File: src/hw/rtl/zx0_pkg.sv
// Package for the ZX0 stream decompressor: sizes, opcodes, phases and the
// command/status structs between controller and datapath. No dependencies.
package zx0_pkg;

    localparam int OUTPUT_DEPTH = 16384;
    localparam int AW = $clog2(OUTPUT_DEPTH);
    localparam int CW = AW + 1;

    localparam logic [1:0] OP_FEED    = 2'd0;
    localparam logic [1:0] OP_ADVANCE = 2'd1;
    localparam logic [1:0] OP_RESTART = 2'd2;

    localparam logic [1:0] ST_RUN  = 2'd0;
    localparam logic [1:0] ST_DONE = 2'd1;
    localparam logic [1:0] ST_ERR  = 2'd2;

    localparam logic [3:0] PH_LIT_LEN     = 4'd0;
    localparam logic [3:0] PH_LITERALS    = 4'd1;
    localparam logic [3:0] PH_AFTER_LIT   = 4'd2;
    localparam logic [3:0] PH_LAST_LEN    = 4'd3;
    localparam logic [3:0] PH_OFS_HIGH    = 4'd4;
    localparam logic [3:0] PH_OFS_LOW     = 4'd5;
    localparam logic [3:0] PH_MATCH_LEN   = 4'd6;
    localparam logic [3:0] PH_AFTER_MATCH = 4'd7;
    localparam logic [3:0] PH_COPY        = 4'd8;
    localparam logic [3:0] PH_DONE        = 4'd9;
    localparam logic [3:0] PH_BAD         = 4'd10;

    typedef struct packed {
        logic       start;      // take a new item into the datapath
        logic [1:0] op;
        logic [7:0] data;
        logic       step;       // perform one decode step
        logic       finish;     // capture the result word
    } cmd_t;

    typedef struct packed {
        logic again;            // the decode step wants another pass
        logic read_wait;        // a history read is in flight
    } stat_t;

endpackage

File: src/hw/rtl/zx0_ctrl.sv
// Controller of the ZX0 decompressor: sequences accept, decode steps and
// result delivery. Depends on zx0_pkg.
module zx0_ctrl (
    input  logic           clk,
    input  logic           rst_n,
    input  logic           in_valid,
    output logic           in_ready,
    input  logic [1:0]     in_opcode,
    input  logic [7:0]     in_data,
    output logic           out_valid,
    input  logic           out_ready,
    output zx0_pkg::cmd_t  cmd,
    input  zx0_pkg::stat_t stat
);
    typedef enum logic [3:0] {
        S_IDLE = 4'b0001,
        S_STEP = 4'b0010,
        S_FIN  = 4'b0100,
        S_OUT  = 4'b1000
    } state_t;

    state_t state_reg, state_next;
    logic   accept;

    assign accept = in_valid && in_ready;
    assign in_ready = (state_reg == S_IDLE) || (state_reg == S_OUT && out_ready);
    assign out_valid = state_reg == S_OUT;

    always_comb
    begin
        cmd.start = accept;
        cmd.op = in_opcode;
        cmd.data = in_data;
        cmd.step = state_reg == S_STEP;
        cmd.finish = state_reg == S_FIN;
        state_next = state_reg;
        unique case (state_reg)
            S_IDLE: state_next = accept ? S_STEP : S_IDLE;
            S_STEP: state_next = (stat.again || stat.read_wait) ? S_STEP : S_FIN;
            S_FIN:  state_next = S_OUT;
            S_OUT:
            begin
                if (out_ready)
                begin
                    state_next = accept ? S_STEP : S_IDLE;
                end
            end
            default: state_next = S_IDLE;
        endcase
    end

    always_ff @(posedge clk or negedge rst_n)
    begin
        if (!rst_n)
        begin
            state_reg <= S_IDLE;
        end
        else
        begin
            state_reg <= state_next;
        end
    end
endmodule

File: config.mk
export PLATFORM = sky130hd
export DESIGN_NAME = zx0_ctrl
export DESIGN_NICKNAME = d
export VERILOG_FILES = /design/src/hw/rtl/zx0_pkg.sv /design/src/hw/rtl/zx0_ctrl.sv
export SDC_FILE = /design/constraint.sdc
export NUM_CORES = 1
export LEC_CHECK = 0
export BUFFER_PORTS_ARGS = -buffer_cell sky130_fd_sc_hd__buf_2
export CAP_MARGIN = 20
export CORE_AREA = 2 2 39 41
export CTS_CLUSTER_DIAMETER = 40
export DETAILED_ROUTE_END_ITERATION = 8
export DIE_AREA = 0 0 41 43
export PLACE_DENSITY = 0.67
export SYNTH_ARGS = -nofsm -noshare
export SYNTH_HDL_FRONTEND = slang
export SYNTH_SLANG_ARGS = --single-unit
File: constraint.sdc
create_clock -name clk -period 1.39 [get_ports clk]
set_input_delay 0.2085 -clock clk [delete_from_list [all_inputs] [get_ports clk]]
set_output_delay 0.2085 -clock clk [all_outputs]
set_load 0.02 [all_outputs]
==> results of run 1 <==
==> per-layer routing <==
layer	vias up	GRT usage [%]	part of all wire, %
met5	-	0	0
met4	0	6.00	0
met3	0	3.66	4.9
met2	5	18.1	61
met1	148	10.0	34
li1	150	-	-
==> area by class of cell <==
cell class / count / area share (%)
inverters: 3 / 2.15
multi-input cells: 20 / 35.4
repair buffers: 23 / 34.0
clock buffers: 4 / 5.02
flip-flops and latches: 4 / 19.6
well taps: 16 / 3.83
==> worst register-to-register path: stages, from the launching register on <==
cell	delay (ps)
dfstp_2	540
inv_2	40
buf_4	120
buf_6	110
buf_4	120
o32a_1	340
==> cell usage after synthesis (all sizes together) <==
cell	count	area (um2)
nand2b	1	6.26
nor2b	2	12.5
nor2	3	11.3
o22ai	1	12.5
a21o	1	7.51
o32a	1	10.0
dfstp	1	26.3
inv	3	11.3
buf	11	82.6
o21ai	1	5.00
a211oi	1	7.51
dfrtp	3	75.1
or4b	1	13.8
nor3	2	15.0
and3	1	6.26
nor4b	1	8.76
mux2	1	11.3
nand2	3	11.3
==> placed cells by master, fill, tap and decap left out <==
master	synthesis	layout
nor2_1	3	1
dfrtp_2	0	1
dfstp_2	1	1
nor3_2	1	2
clkbuf_4	0	3
inv_1	3	1
dfrtp_1	3	2
a21o_1	1	1
nand2b_1	1	1
nand2_1	3	2
inv_2	0	2
nor2_4	0	2
o21ai_0	1	1
nor4b_4	0	1
o22ai_2	1	1
buf_2	0	5
dlygate4sd3_1	0	1
mux2_4	0	1
a211oi_1	1	1
and3_4	0	1
clkbuf_1	0	1
nor2b_1	2	2
buf_4	11	13
nand2_2	0	1
buf_6	0	4
or4b_4	1	1
o32a_1	1	1
==> final timing paths <==
check	start	end	cells after the start
setup / recovery	state_reg[0]	in_ready	4
hold / removal	stat[0]	state_reg[2]	2
setup reg to reg	state_reg[0]	state_reg[0]	5
hold reg to reg	state_reg[1]	state_reg[3]	2
max in group asynchronous	rst_n	state_reg[0]	2
min in group asynchronous	rst_n	state_reg[3]	2
==> timing repair <==
item                                    4_1_cts  5_1_grt
buffers inserted                              5        3
gates resized for setup                      17        4
hold buffers                                  1        0
pin swaps                                     2        0
endpoints found under the setup margin        5        5
endpoints found under the hold margin         4        0
==> cells by family (layout without fill, tap and decap cells) <==
family,count (synthesis),after routing,share of synthesized area [%]
AO/OA/AOI/OAI,5,5,12.7
buffers and inverters,14,30,28.1
flip-flops,4,4,30.3
multiplexers,1,1,3.37
AND/OR/NAND/NOR,14,14,25.5
==> power by group <==
part	internal (mW)	leakage [nW]	switching (mW)
clock network	0.108	0.0150	0.0473
logic	0.335	0.197	0.246
registers	0.160	0.0498	0.0330
==> through the flow <==
step	power, mW	setup WS, ps
global route	0.998	-270
detailed placement	0.530	14.9
global placement	0.525	25.8
CTS	0.874	-227
finish	0.929	-217
floorplan	0.453	5.41
==> impl_metrics.ini, run 1 <==
[status]
status = finished with violations
violations = setup timing

[yosys]
yosysWarnings = 0
seq_area_frac_synth_pct = 30.3
syn-cell-area_um2 = 334
synthDistinctLibCells = 19
synth_cells = 38
synth_nets = 54
ys_seq_elements = 4
synth_area_per_cell_um2 = 8.79

[global_routing]
grt_util_all_layers_pct = 10.6
antenna_found_initial = 0
overflow = 0
grt_pass1_vias = 316
grt_max_degree = 7
grt_pass1_wl_um = 1230

[layout]
antenna_cells = 0
layout-drive-gt1-share_pct = 72.2
area_growth_pct = 56.6
largest_reg_flops = 4
fin_util_pct = 37.8
layout.cells.non_filler = 70
post-route-cell-area_um2 = 523
fillers = 140
register_area_um2 = 103
final_nets = 71
multi_input_area_um2 = 185

[place]
dpl.cell_count = 58
hpwl_um = 533
port_buffers = 10
placed_cell_area_um2 = 370
gp_congestion = 0.649

[setup_path]
path_class = reg2out
cpLargestDelayFamily = flip-flops
cp.buffers_inverters = 2
cp_slowest_stage_delay_ps = 540
cp-end-kind = primary output
worstPathArrival_ps = 1400
cp_slowest_cell = dfstp_2
r2r_slack_ps = 40
critPathRequiredTime_ps = 1180
crit_chain = inv_2 -> mux2_4 -> nor3_2 -> buf_4
crit_path_start_kind = flip-flop
crit_fanout = 3

[sta]
min_period_over_period_pct = 116
finalSetupViolations = 5
slew_headroom_pct = 85.1
post-route-min-period_ps = 1610
grt_setup_unrepaired = yes
holdWs_ps = 154
worst_pin_slew_ps = 223
timing.final.ws_setup_ps = -217
fin_skew_ps = 4.87
final.setup.tns_ps = -722
final_max_slew_viol_count = 0
timing.fmax_mhz = 622
hold_violations = 0

[hold_path]
min_path_type = in2reg

[die]
ios = 31
fp-row-count = 14
dieArea_mm2 = 0.00176
core_area_mm2 = 0.00138
start_util_pct = 24.1
die_x_um = 41
die_y_um = 43

[power_and_ir_drop]
p_per_area_mw_per_mm2 = 1780
p_leak_nw = 0.262
max-vdd-ir-drop_mv = 0.626

[clocking]
clk_pin_slew_ps = 40
cts_tree = built
cts-root-buf = clkbuf_4
h-tree-depth = 1
numClockSinks = 4
cts_buffers = 3
insertion_delay_ps = 230
cts_buffer_depth = 2

[route]
drt-initial-drc-count = 4
drc = 0
wl_per_cell_um = 10.6
routed_via_density = 4.33
dr.pass1.iters = 2
wl_um = 740
vias = 303
ant_nets = 0

[run]
maxCapViolCount = 0
Power figures use the tool's default switching activity.
==> inputs of run 2 (changes only) <==
--- a/config.mk
+++ b/config.mk
@@ -14,2 +14,3 @@
 export PLACE_DENSITY = 0.67
+export REMOVE_ABC_BUFFERS = 1
 export SYNTH_ARGS = -nofsm -noshare
--- a/constraint.sdc
+++ b/constraint.sdc
@@ -3,2 +3,2 @@
 set_output_delay 0.2085 -clock clk [all_outputs]
-set_load 0.02 [all_outputs]
+set_load 0.1 [all_outputs]
==> impl_metrics.ini, run 2 (synthesis gave the netlist of run 1 again) <==
[status]
status = finished with violations
violations = setup timing

[sta]
final_max_slew_viol_count = 0
min_period_over_period_pct = 124
fin_skew_ps = 6.80
hold_violations = 0
finalSetupViolations = 5
post-route-min-period_ps = 1730
timing.final.ws_setup_ps = -339
grt_setup_unrepaired = yes
worst_pin_slew_ps = 257
final.setup.tns_ps = -1270
slew_headroom_pct = 82.6
timing.fmax_mhz = 579

[setup_path]
reg2reg_to = state_reg[0]
crit_path_start_kind = flip-flop
r2r-start = state_reg[1]
cp-end-kind = primary output
path_class = reg2out
cp-endpoint = in_ready
r2r_cells = 5
r2r_slack_ps = 50
worstPathArrival_ps = 1520
crit_fanout = 3
critPathRequiredTime_ps = 1180
crit_start = state_reg[0]

[route]
drt-initial-drc-count = 0
drc = 0
ant_nets = 0
wl_per_cell_um = 12.2
vias = 327
routed_via_density = 4.61
dr.pass1.iters = 1
wl_um = 863

[power_and_ir_drop]
p_sw_share_pct = 45.3
max-vdd-ir-drop_mv = 1.13
pwr-share-comb_pct = 72.8
internal-power_uw = 694
p_leak_nw = 0.278
p_clk_share_pct = 12.5
p_per_area_mw_per_mm2 = 2280
switchingPower_uw = 575
p_seq_share_pct = 14.7

[layout]
area_growth_pct = 66.7
largest_reg_flops = 4
mostFrequentLayoutCell = buf_4
final_nets = 72
layout-drive-gt1-share_pct = 69.1
antenna_cells = 0
layout_common_cells = buf_4, buf_2, buf_12
fin_util_pct = 40.2

[die]
die_x_um = 41
ios = 31
core_area_mm2 = 0.00138
dieArea_mm2 = 0.00176
fp-row-count = 14
start_util_pct = 24.1
die_y_um = 43

[global_routing]
grt_pass1_vias = 336
grt_max_degree = 7
grt_pass1_wl_um = 1300
overflow = 0
antenna_found_initial = 0
grt_util_all_layers_pct = 11.4

[run]
maxCapViolCount = 0

[clocking]
numClockSinks = 4
clk_pin_slew_ps = 40
cts_tree = built
cts_buffer_depth = 2
cts_buffers = 3
h-tree-depth = 1
cts-root-buf = clkbuf_4
insertion_delay_ps = 240

[hold_path]
min_path_type = in2reg

[place]
hpwl_um = 611
port_buffers = 10
gp_congestion = 0.805
-- run 2: area by class of cell --
type	count	area, um2
Clock buffer	4	26.3
Inverter	3	11.3
Sequential cell	4	101
Fill cell	148	827
Multi-Input combinational cell	20	161
Timing Repair Buffer	24	236
Tap cell	16	20.0
-- run 2: worst min-delay path by stage --
stage	end	cells past startpoint	start	slack, ps
floorplan	state_reg[1]	0	rst_n	-90
global placement	state_reg[3]	1	rst_n	10
detailed placement	state_reg[3]	1	rst_n	20
CTS	state_reg[2]	2	stat[1]	130
global route	state_reg[2]	2	stat[0]	140
finish	state_reg[2]	2	stat[0]	140
-- run 2: layer usage --
layer	vias to the layer above	routed length, um	GRT usage, %	share of wire (%)
li1	151	-	-	-
met1	147	268	10.1	31
met2	27	447	15.3	52
met3	2	131	9.42	15
met4	0	15	10.0	1.7
met5	-	0	0	0
-- run 2: stage by stage --
step / hold slack (ps) / instance area (um2) / worst slack (ps) / power [mW] / std cells
after floorplan: -87.1 / 251 / -2440 / 0.572 / 27
after global placement: 13.9 / 464 / -116 / 0.960 / 62
after detailed placement: 15.0 / 464 / -133 / 0.968 / 62
after CTS: 131 / 554 / -356 / 1.27 / 71
after global routing: 139 / 557 / -416 / 1.33 / 71
final: 140 / 557 / -339 / 1.27 / 71
-- run 2: power by group through the flow --
| stage | registers, mW | logic, mW | clock network (mW) |
|---|---|---|---|
| finish | 0.186 | 0.924 | 0.159 |
| global route | 0.191 | 0.967 | 0.170 |
| CTS | 0.186 | 0.913 | 0.169 |
| detailed placement | 0.190 | 0.778 | 0 |
| global placement | 0.186 | 0.774 | 0 |
| floorplan | 0.183 | 0.389 | 0 |
-- run 2: repair_timing --
| item | 4_1_cts | 5_1_grt |
|---|---|---|
| setup buffers | 4 | 0 |
| hold buffers | 1 | 0 |
| setup endpoints to repair | 5 | 6 |
| pin swaps | 1 | 1 |
| gates cloned | 0 | 0 |
| hold endpoints to repair | 4 | 0 |
| resized for setup | 8 | 1 |
-- run 2: worst max-delay path, cell delays in order (launching register included) --
cell,delay [ps]
dfstp_2,550
inv_2,40
mux2_2,300
nor3_2,110
buf_4,140
buf_12,160
